`config.mk`:
```
export PLATFORM = sky130hd
export DESIGN_NAME = sm83_alu_with_flags_flat
export DESIGN_NICKNAME = d
export VERILOG_FILES = /design/src/sm83_pkg.sv /design/src/sm83_ifs.sv /design/src/sm83_alu_core.sv /design/src/sm83_alu_with_flags.sv /design/src/flat_wrapper.sv
export SDC_FILE = /design/constraint.sdc
export NUM_CORES = 1
export LEC_CHECK = 0
export BUFFER_PORTS_ARGS = -buffer_cell sky130_fd_sc_hd__buf_2
export CAP_MARGIN = 0
export CORE_ASPECT_RATIO = 0.7
export CORE_MARGIN = 2
export CORE_UTILIZATION = 55
export CTS_BUF_LIST = sky130_fd_sc_hd__clkbuf_4
export CTS_CLUSTER_SIZE = 8
export DETAILED_ROUTE_END_ITERATION = 7
export GPL_ROUTABILITY_DRIVEN = 0
export PLACE_DENSITY = 0.72
export SLEW_MARGIN = 0
export SYNTH_ARGS = -nofsm -noshare
export SYNTH_HDL_FRONTEND = slang
export SYNTH_SLANG_ARGS = --single-unit
```
`constraint.sdc`:
```
create_clock -name clk -period 4.7 [get_ports clk]
set_clock_uncertainty 0.05 [all_clocks]
set_input_delay 0.235 -clock clk [delete_from_list [all_inputs] [get_ports clk]]
set_output_delay 0.235 -clock clk [all_outputs]
set_load 0.01 [all_outputs]
```
`src/sm83_pkg.sv`:
```
// Shared types and constants for the SM83 ALU and flag unit.
// Holds the operation codes, flag bit positions and the request/response structs.
// No dependencies.
`timescale 1ns / 1ps
`default_nettype none

package sm83_pkg;

    typedef enum logic [4:0] {
        OP_ADD   = 5'd0,
        OP_ADC   = 5'd1,
        OP_SUB   = 5'd2,
        OP_SBC   = 5'd3,
        OP_AND   = 5'd4,
        OP_XOR   = 5'd5,
        OP_OR    = 5'd6,
        OP_CP    = 5'd7,
        OP_INC   = 5'd8,
        OP_DEC   = 5'd9,
        OP_RLCA  = 5'd10,
        OP_RRCA  = 5'd11,
        OP_RLA   = 5'd12,
        OP_RRA   = 5'd13,
        OP_DAA   = 5'd14,
        OP_CPL   = 5'd15,
        OP_SCF   = 5'd16,
        OP_CCF   = 5'd17,
        OP_ADD16 = 5'd18,
        OP_ADDSP = 5'd19,
        OP_RLC   = 5'd20,
        OP_RRC   = 5'd21,
        OP_RL    = 5'd22,
        OP_RR    = 5'd23,
        OP_SLA   = 5'd24,
        OP_SRA   = 5'd25,
        OP_SWAP  = 5'd26,
        OP_SRL   = 5'd27,
        OP_BIT   = 5'd28,
        OP_RES   = 5'd29,
        OP_SET   = 5'd30
    } alu_op_t;

    // Flag bit positions within the 4-bit flag word.
    localparam int unsigned FLAG_Z = 3;
    localparam int unsigned FLAG_N = 2;
    localparam int unsigned FLAG_H = 1;
    localparam int unsigned FLAG_C = 0;

    // Decimal adjust constants.
    localparam logic [7:0] DAA_LO_ADJ   = 8'h06;
    localparam logic [7:0] DAA_HI_ADJ   = 8'h60;
    localparam logic [7:0] DAA_HI_LIMIT = 8'h99;
    localparam logic [3:0] DAA_LO_LIMIT = 4'h9;

    typedef struct packed {
        logic [4:0]  req_type;
        logic [15:0] operand_a;
        logic [15:0] operand_b;
        logic [2:0]  bit_index;
        logic [3:0]  flags_in;
    } alu_req_t;

    typedef struct packed {
        logic [15:0] result;
        logic [3:0]  flags_out;
    } alu_rsp_t;

endpackage

`default_nettype wire

```
`src/sm83_ifs.sv`:
```
// Valid/ready channel interfaces for the SM83 ALU request and response streams.
// Self-contained; the payload fields mirror the request and response structs.
`timescale 1ns / 1ps
`default_nettype none

interface sm83_req_if;
    logic        valid;
    logic        ready;
    logic [4:0]  req_type;
    logic [15:0] operand_a;
    logic [15:0] operand_b;
    logic [2:0]  bit_index;
    logic [3:0]  flags_in;

    modport source (
        output valid, req_type, operand_a, operand_b, bit_index, flags_in,
        input  ready
    );
    modport sink (
        input  valid, req_type, operand_a, operand_b, bit_index, flags_in,
        output ready
    );
endinterface

interface sm83_rsp_if;
    logic        valid;
    logic        ready;
    logic [15:0] result;
    logic [3:0]  flags_out;

    modport source (
        output valid, result, flags_out,
        input  ready
    );
    modport sink (
        input  valid, result, flags_out,
        output ready
    );
endinterface

`default_nettype wire

```
`src/sm83_alu_core.sv`:
```
// Combinational datapath of the SM83 ALU: computes result and new flags for one request.
// Depends on sm83_pkg.
`timescale 1ns / 1ps
`default_nettype none

module sm83_alu_core (
    input  sm83_pkg::alu_req_t req,
    output sm83_pkg::alu_rsp_t rsp
);
    import sm83_pkg::*;

    alu_op_t     op;
    logic [7:0]  a;
    logic [7:0]  b;
    logic [3:0]  f;
    logic        cin;
    logic [7:0]  bm;

    logic        add_c;
    logic [8:0]  add_sum;
    logic [4:0]  add_nib;
    logic        sub_c;
    logic [8:0]  sub_dif;
    logic [4:0]  sub_nib;

    logic        daa_c;
    logic        daa_lo;
    logic [7:0]  daa_adj;
    logic [7:0]  daa_res;

    logic [16:0] w_sum;
    logic [12:0] w_low;
    logic [15:0] sp_sum;
    logic [8:0]  sp_byte;
    logic [4:0]  sp_nib;

    logic [7:0]  res8;

    assign op  = alu_op_t'(req.req_type);
    assign a   = req.operand_a[7:0];
    assign b   = req.operand_b[7:0];
    assign f   = req.flags_in;
    assign cin = f[FLAG_C];
    assign bm  = 8'h01 << req.bit_index;

    // Add and subtract each take the carry in only for their carry variants.
    assign add_c   = (op == OP_ADC) & cin;
    assign add_sum = {1'b0, a} + {1'b0, b} + {8'h00, add_c};
    assign add_nib = {1'b0, a[3:0]} + {1'b0, b[3:0]} + {4'h0, add_c};
    assign sub_c   = (op == OP_SBC) & cin;
    assign sub_dif = {1'b0, a} - {1'b0, b} - {8'h00, sub_c};
    assign sub_nib = {1'b0, a[3:0]} - {1'b0, b[3:0]} - {4'h0, sub_c};

    // Decimal adjust: the correction byte is added after an addition and
    // subtracted after a subtraction.
    assign daa_c   = f[FLAG_N] ? cin : (cin | (a > DAA_HI_LIMIT));
    assign daa_lo  = f[FLAG_N] ? f[FLAG_H] : (f[FLAG_H] | (a[3:0] > DAA_LO_LIMIT));
    assign daa_adj = (daa_c ? DAA_HI_ADJ : 8'h00) | (daa_lo ? DAA_LO_ADJ : 8'h00);
    assign daa_res = f[FLAG_N] ? (a - daa_adj) : (a + daa_adj);

    assign w_sum   = {1'b0, req.operand_a} + {1'b0, req.operand_b};
    assign w_low   = {1'b0, req.operand_a[11:0]} + {1'b0, req.operand_b[11:0]};
    assign sp_sum  = req.operand_a + {{8{b[7]}}, b};
    assign sp_byte = {1'b0, req.operand_a[7:0]} + {1'b0, b};
    assign sp_nib  = {1'b0, req.operand_a[3:0]} + {1'b0, b[3:0]};

    always_comb
    begin
        res8          = 8'h00;
        rsp.result    = 16'h0000;
        rsp.flags_out = f;
        case (op)
            OP_ADD, OP_ADC:
            begin
                res8          = add_sum[7:0];
                rsp.result    = {8'h00, res8};
                rsp.flags_out = {res8 == 8'h00, 1'b0, add_nib[4], add_sum[8]};
            end
            OP_SUB, OP_SBC, OP_CP:
            begin
                res8          = sub_dif[7:0];
                rsp.result    = (op == OP_CP) ? req.operand_a : {8'h00, res8};
                rsp.flags_out = {res8 == 8'h00, 1'b1, sub_nib[4], sub_dif[8]};
            end
            OP_AND:
            begin
                res8          = a & b;
                rsp.result    = {8'h00, res8};
                rsp.flags_out = {res8 == 8'h00, 1'b0, 1'b1, 1'b0};
            end
            OP_XOR:
            begin
                res8          = a ^ b;
                rsp.result    = {8'h00, res8};
                rsp.flags_out = {res8 == 8'h00, 3'b000};
            end
            OP_OR:
            begin
                res8          = a | b;
                rsp.result    = {8'h00, res8};
                rsp.flags_out = {res8 == 8'h00, 3'b000};
            end
            OP_INC:
            begin
                res8          = a + 8'h01;
                rsp.result    = {8'h00, res8};
                rsp.flags_out = {res8 == 8'h00, 1'b0, a[3:0] == 4'hF, cin};
            end
            OP_DEC:
            begin
                res8          = a - 8'h01;
                rsp.result    = {8'h00, res8};
                rsp.flags_out = {res8 == 8'h00, 1'b1, a[3:0] == 4'h0, cin};
            end
            OP_RLCA, OP_RLC:
            begin
                res8          = {a[6:0], a[7]};
                rsp.result    = {8'h00, res8};
                rsp.flags_out = {(op == OP_RLC) & (res8 == 8'h00), 2'b00, a[7]};
            end
            OP_RRCA, OP_RRC:
            begin
                res8          = {a[0], a[7:1]};
                rsp.result    = {8'h00, res8};
                rsp.flags_out = {(op == OP_RRC) & (res8 == 8'h00), 2'b00, a[0]};
            end
            OP_RLA, OP_RL:
            begin
                res8          = {a[6:0], cin};
                rsp.result    = {8'h00, res8};
                rsp.flags_out = {(op == OP_RL) & (res8 == 8'h00), 2'b00, a[7]};
            end
            OP_RRA, OP_RR:
            begin
                res8          = {cin, a[7:1]};
                rsp.result    = {8'h00, res8};
                rsp.flags_out = {(op == OP_RR) & (res8 == 8'h00), 2'b00, a[0]};
            end
            OP_DAA:
            begin
                res8          = daa_res;
                rsp.result    = {8'h00, res8};
                rsp.flags_out = {res8 == 8'h00, f[FLAG_N], 1'b0, daa_c};
            end
            OP_CPL:
            begin
                res8          = ~a;
                rsp.result    = {8'h00, res8};
                rsp.flags_out = {f[FLAG_Z], 1'b1, 1'b1, cin};
            end
            OP_SCF:
            begin
                rsp.result    = req.operand_a;
                rsp.flags_out = {f[FLAG_Z], 2'b00, 1'b1};
            end
            OP_CCF:
            begin
                rsp.result    = req.operand_a;
                rsp.flags_out = {f[FLAG_Z], 2'b00, ~cin};
            end
            OP_ADD16:
            begin
                rsp.result    = w_sum[15:0];
                rsp.flags_out = {f[FLAG_Z], 1'b0, w_low[12], w_sum[16]};
            end
            OP_ADDSP:
            begin
                // Flags come from the unsigned low-byte sum, not the 16-bit one.
                rsp.result    = sp_sum;
                rsp.flags_out = {2'b00, sp_nib[4], sp_byte[8]};
            end
            OP_SLA:
            begin
                res8          = {a[6:0], 1'b0};
                rsp.result    = {8'h00, res8};
                rsp.flags_out = {res8 == 8'h00, 2'b00, a[7]};
            end
            OP_SRA:
            begin
                res8          = {a[7], a[7:1]};
                rsp.result    = {8'h00, res8};
                rsp.flags_out = {res8 == 8'h00, 2'b00, a[0]};
            end
            OP_SWAP:
            begin
                res8          = {a[3:0], a[7:4]};
                rsp.result    = {8'h00, res8};
                rsp.flags_out = {res8 == 8'h00, 3'b000};
            end
            OP_SRL:
            begin
                res8          = {1'b0, a[7:1]};
                rsp.result    = {8'h00, res8};
                rsp.flags_out = {res8 == 8'h00, 2'b00, a[0]};
            end
            OP_BIT:
            begin
                rsp.result    = req.operand_a;
                rsp.flags_out = {(a & bm) == 8'h00, 1'b0, 1'b1, cin};
            end
            OP_RES:
            begin
                res8          = a & ~bm;
                rsp.result    = {8'h00, res8};
            end
            OP_SET:
            begin
                res8          = a | bm;
                rsp.result    = {8'h00, res8};
            end
            default:
            begin
                // The unused code returns zero and leaves the flags alone.
                res8          = 8'h00;
                rsp.result    = 16'h0000;
                rsp.flags_out = f;
            end
        endcase
    end

endmodule

`default_nettype wire

```
`src/sm83_alu_with_flags.sv`:
```
// Top level of the SM83 ALU and flag unit: input register, datapath, result register.
// Depends on sm83_pkg, sm83_req_if, sm83_rsp_if and sm83_alu_core.
`timescale 1ns / 1ps
`default_nettype none

// The block accepts one transaction per clock cycle unless the request side
// stalls. A request is captured in the input register, the ALU datapath
// works on it in the following cycle, and the result register holds the
// response until it is taken. The input register hands on its request only
// when the result register is free, but when empty it accepts a new request
// while a finished result still waits; the request side stalls only when
// both registers are full and the response is not taken.
// There is no configuration and no internal state beyond the two registers.
module sm83_alu_with_flags (
    input  wire logic   clk,
    input  wire logic   rst_n,
    sm83_req_if.sink    req,
    sm83_rsp_if.source  rsp
);
    import sm83_pkg::*;

    logic     s1_valid_reg;
    logic     s1_valid_next;
    alu_req_t s1_req_reg;
    logic     s2_valid_reg;
    logic     s2_valid_next;
    alu_rsp_t s2_rsp_reg;
    alu_rsp_t core_rsp;
    logic     s1_free;
    logic     s2_free;
    logic     s1_load;
    logic     s2_load;

    assign s2_free = ~s2_valid_reg | rsp.ready;
    assign s1_free = ~s1_valid_reg | s2_free;
    assign s1_load = req.valid & s1_free;
    assign s2_load = s1_valid_reg & s2_free;

    assign req.ready = s1_free;

    assign s1_valid_next = s1_free ? req.valid : s1_valid_reg;
    assign s2_valid_next = s2_free ? s1_valid_reg : s2_valid_reg;

    always_ff @(posedge clk or negedge rst_n)
    begin
        if (!rst_n)
        begin
            s1_valid_reg <= 1'b0;
            s2_valid_reg <= 1'b0;
        end
        else
        begin
            s1_valid_reg <= s1_valid_next;
            s2_valid_reg <= s2_valid_next;
        end
    end

    always_ff @(posedge clk)
    begin
        if (s1_load)
        begin
            s1_req_reg.req_type  <= req.req_type;
            s1_req_reg.operand_a <= req.operand_a;
            s1_req_reg.operand_b <= req.operand_b;
            s1_req_reg.bit_index <= req.bit_index;
            s1_req_reg.flags_in  <= req.flags_in;
        end
        if (s2_load)
        begin
            s2_rsp_reg <= core_rsp;
        end
    end

    sm83_alu_core u_core (
        .req (s1_req_reg),
        .rsp (core_rsp)
    );

    assign rsp.valid     = s2_valid_reg;
    assign rsp.result    = s2_rsp_reg.result;
    assign rsp.flags_out = s2_rsp_reg.flags_out;

`ifndef ASSERT_OFF
    // The request side only stalls when both registers hold a transaction.
    a_stall_only_full: assert property (@(posedge clk) disable iff (!rst_n)
        !req.ready |-> (s1_valid_reg && s2_valid_reg))
        else $error("request stalled while a register stage was free");

    // An accepted request always lands in the input register.
    a_accept_loads: assert property (@(posedge clk) disable iff (!rst_n)
        (req.valid && req.ready) |=> s1_valid_reg)
        else $error("accepted request was lost from the input register");

    // A held request in the input register keeps its payload while blocked.
    a_s1_hold: assert property (@(posedge clk) disable iff (!rst_n)
        (s1_valid_reg && !s2_free) |=> (s1_valid_reg && $stable(s1_req_reg)))
        else $error("input register changed while the result register was blocked");

    // The result register captures the datapath output of the previous cycle.
    a_s2_capture: assert property (@(posedge clk) disable iff (!rst_n)
        s2_load |=> (s2_valid_reg && (s2_rsp_reg == $past(core_rsp))))
        else $error("result register did not capture the datapath output");
`endif

endmodule

`default_nettype wire

```
`src/flat_wrapper.sv`:
```
// flat-port wrapper written by rule: the top's interface ports become plain ports
module sm83_alu_with_flags_flat import sm83_pkg::*;
  (clk, rst_n, req_valid, req_req_type, req_operand_a, req_operand_b, req_bit_index, req_flags_in, req_ready, rsp_valid, rsp_result, rsp_flags_out, rsp_ready);
  sm83_req_if req_i ();
  sm83_rsp_if rsp_i ();
  input  wire logic clk;
  input  wire logic rst_n;
  input wire logic [$bits(req_i.valid)-1:0] req_valid;
  input wire logic [$bits(req_i.req_type)-1:0] req_req_type;
  input wire logic [$bits(req_i.operand_a)-1:0] req_operand_a;
  input wire logic [$bits(req_i.operand_b)-1:0] req_operand_b;
  input wire logic [$bits(req_i.bit_index)-1:0] req_bit_index;
  input wire logic [$bits(req_i.flags_in)-1:0] req_flags_in;
  output wire logic [$bits(req_i.ready)-1:0] req_ready;
  output wire logic [$bits(rsp_i.valid)-1:0] rsp_valid;
  output wire logic [$bits(rsp_i.result)-1:0] rsp_result;
  output wire logic [$bits(rsp_i.flags_out)-1:0] rsp_flags_out;
  input wire logic [$bits(rsp_i.ready)-1:0] rsp_ready;
  assign req_i.valid = req_valid;
  assign req_i.req_type = req_req_type;
  assign req_i.operand_a = req_operand_a;
  assign req_i.operand_b = req_operand_b;
  assign req_i.bit_index = req_bit_index;
  assign req_i.flags_in = req_flags_in;
  assign req_ready = req_i.ready;
  assign rsp_valid = rsp_i.valid;
  assign rsp_result = rsp_i.result;
  assign rsp_flags_out = rsp_i.flags_out;
  assign rsp_i.ready = rsp_ready;
  sm83_alu_with_flags u_core (.clk(clk), .rst_n(rst_n), .req(req_i), .rsp(rsp_i));
endmodule
```
==> results by group <==
Yosys
  – Top post-synthesis cells by area: edfxtp_1 28%, ha_1 11%, nand2_1 4.0%
  – Gate Count Post-Synth: 776
  – Syn_nets: 887
  – Most frequent cell after synthesis: nand2_1
  – Synth top area share: 28.48%
  – Async set-or-reset flop fraction in the synthesized netlist: 3.030%
  – Register area share after synthesis: 29.22%
  – Most area-hungry cell type in the Yosys netlist: edfxtp_1
  – Number of distinct library cells after synthesis: 82
  – Post-synth design cell area: 6749 um2
  – Syn Area/Cell: 8.697 um2
  – Flops & latches, synth: 66
  – Main flop type after synthesis: edfxtp_1
  – Post-synth top cells: 72 x nand2_1, 64 x edfxtp_1, 60 x ha_1, 45 x o21ai_0, 44 x nor2_1
  – Number of synthesized flops with an enable pin: 64
  – Yosys Warn Count: 0

Clocking
  – Resized Gates After CTS: 0
  – Clk_lat worst skew: 460 ps
  – Setup bufs post-CTS: 0
  – Clock Sinks: 66
  – Htree depth: 3
  – CTS tree: done
  – Root buf cell: clkbuf_4
  – Cts bufs inserted: 9
  – Hold_buf cts: 46
  – CTS Buffer Depth: 2
  – Reg clk slew, reported paths: 130 ps

Floorplan
  – Die Ht: 96.68 um
  – Chip Width: 136.4 um
  – Initial Util: 56.95%
  – Row count: 33
  – Die ar.: 13190 um2
  – I/O pins: 70
  – Core Area: 11850 um2

GRT
  – Vias in the first global route: 6839
  – Largest net degree at the start of global routing: 45
  – Initial antenna violation count: 2
  – GRT overflow: 0
  – First-pass GRT wire length: 37.84 mm
  – GR Util All Layers: 37.13%

Worst setup path
  – Crit path buf inv count: 2
  – Crit Path Category: register to register
  – Worst reg2reg setup slack: 370 ps
  – Crit-path leading delay family: compound AO/OA/AOI/OAI gates
  – Critical path required time: 4930 ps
  – Cell chain of the critical path: inv_1, ha_1, o21bai_1, a31oi_1, inv_1, ha_1, o21a_1, nor2_1, o21ai_0, xor2_1, or4_1, o311ai_1
  – CP Capture Type: register
  – Critical path origin: u_core.s1_req_reg[24]
  – Reg2Reg Depth: 12
  – RR Endpoint: u_core.rsp.flags_out[3]
  – Worst R2R Start: u_core.s1_req_reg[24]
  – Critical path data arrival time: 4560 ps
  – Max FO, Critical Path: 8
  – Crit start category: register
  – Max incr delay on CP: 600 ps
  – Crit-path slowest cell: or4_1

Routing
  – Routed wire length per instance: 23.58 um
  – DRT iter0 DRCs: 1393
  – Detail Route Antenna Nets: 0
  – Via count: 7328
  – Via-to-Cell Ratio: 7.094
  – DRT Pass-1 Iters: 8
  – Post-route DRC: 83
  – WL final: 24.36 mm

Timing
  – Fmax: 0.2308 GHz
  – Setup TNS: 0 ps
  – Slew HR: 21.64%
  – Tightest Pin Transition: 1173 ps
  – RSZ-0062 raised after global routing: no
  – Final Hold Viols: 0
  – Worst hold slack: 24.63 ps
  – Tmin final: 4332 ps
  – Endpoints failing setup: 0
  – Max Transition Viols Final: 0
  – Final Cycle Share: 92.18%

Status
  – Status: finished with violations
  – Violated checks: DRC

Final layout
  – Layout cells sized above 1: 13.49%
  – Max FFs per register: 44
  – Layout overhead on the synthesized area: 16.22%
  – Final-layout fill cell count: 948
  – Nets: 981

Pwr
  – Psw: 0.0007672 W
  – Worst IR Drop VDD: 0.1834 mV
  – Combinational share of power: 39.4%
  – Clock share of power: 23.3%
  – P_leak: 3.128 nW
  – P per Cell Area: 252.5 nW/um2
  – Switch share: 38.74%
  – Int Pwr: 0.001213 W
  – Sequential Power Share: 37.4%
  – Overall Power: 0.001980 W

Min path
  – WHS Endpoint: u_core.rsp.valid
  – Worst Hold Class: input port to register
  – Hold path cells: 3
  – Hold Path Origin: rsp_ready

Job
  – Max Cap Violations: 0

Placement
  – Port bufs: 69
  – Post-DP HPWL: 17.39 mm
==> area by class of cell <==
type	count	area, um2	share of cell area (%)
Antenna cell	1	2.502	0.03190
Clock buffer	9	67.56	0.8614
Clock inverter	7	93.84	1.196
Inverter	32	120.1	1.531
Multi-Input combinational cell	627	4443	56.64
Sequential cell	66	1972	25.14
Tap cell	157	196.4	2.504
Timing Repair Buffer	134	948.4	12.09
==> kinds of logic after synthesis <==
group           Yosys count  share of synthesized area (%)
compound gates          228                          24.23
flops                    66                          29.22
mux                       9                          1.539
xor+xnor                 47                          6.099
buf+inv                  83                          4.968
fa+ha+maj                64                          12.16
simple gates            279                          21.78
==> layer usage <==
layer | wire length (um) | track usage [%] | up-vias
met2 | 9185 | 49.13 | 667
met5 | 11 | 1.190 | -
met1 | 9930 | 53.01 | 3318
li1 | - | - | 3178
met3 | 4191 | 18.71 | 163
met4 | 1040 | 9.455 | 2
==> how the worst max path moves through the flow <==
stage	endpoint	slack (ps)	depth (start not counted)
after floorplan	u_core.rsp.flags_out[3]	800	16
after global placement	u_core.rsp.flags_out[3]	790	13
after detailed placement	u_core.rsp.flags_out[3]	700	12
after CTS	u_core.rsp.flags_out[3]	650	13
after global routing	u_core.rsp.flags_out[3]	330	13
final	u_core.rsp.flags_out[3]	370	12
==> power by group through the flow <==
stage	combinational (W)	sequential [W]	clock (W)
2_1_floorplan	0.000483	0.000750	0
3_3_place_gp	0.000688	0.000750	0
3_5_place_dp	0.000703	0.000751	0
4_1_cts	0.000736	0.000737	0.000461
5_1_grt	0.000828	0.000745	0.000489
6_report	0.000779	0.000740	0.000461
==> layout by cell type, fill, tap and decap left out, drive strengths merged, types with 9 or more instances in the layout <==
cell type | netlist | final
buf | 15 | 88
nand2 | 72 | 72
edfxtp | 64 | 64
ha | 60 | 60
dlygate4sd3 | 0 | 46
o21ai | 46 | 46
nor2 | 44 | 44
a21oi | 36 | 36
inv | 31 | 31
nor3 | 27 | 27
nand3 | 27 | 27
xnor2 | 24 | 24
xor2 | 23 | 23
nand4 | 16 | 16
nor2b | 14 | 14
a31oi | 12 | 12
o211ai | 12 | 12
and3 | 11 | 11
a21o | 10 | 10
a221oi | 10 | 10
nand2b | 9 | 9
a22oi | 9 | 9
clkbuf | 36 | 9
a211oi | 9 | 9
==> through the flow <==
stage                     util (%)  setup slack, ps  std cells  area (um2)
final                        66.19            367.7       1033        7844
after global routing         66.19            326.3       1033        7844
after CTS                    66.17            654.5       1032        7841
after detailed placement     60.92            700.2        970        7219
after global placement       60.92            791.8        970        7219
after floorplan                  -            803.0        776        6749
==> tightest hold or removal path: stages <==
cell	delay [ps]
buf_2	80
nand2b_1	110
nand2b_1	60
No activity file was read; power rests on OpenSTA's default activity.
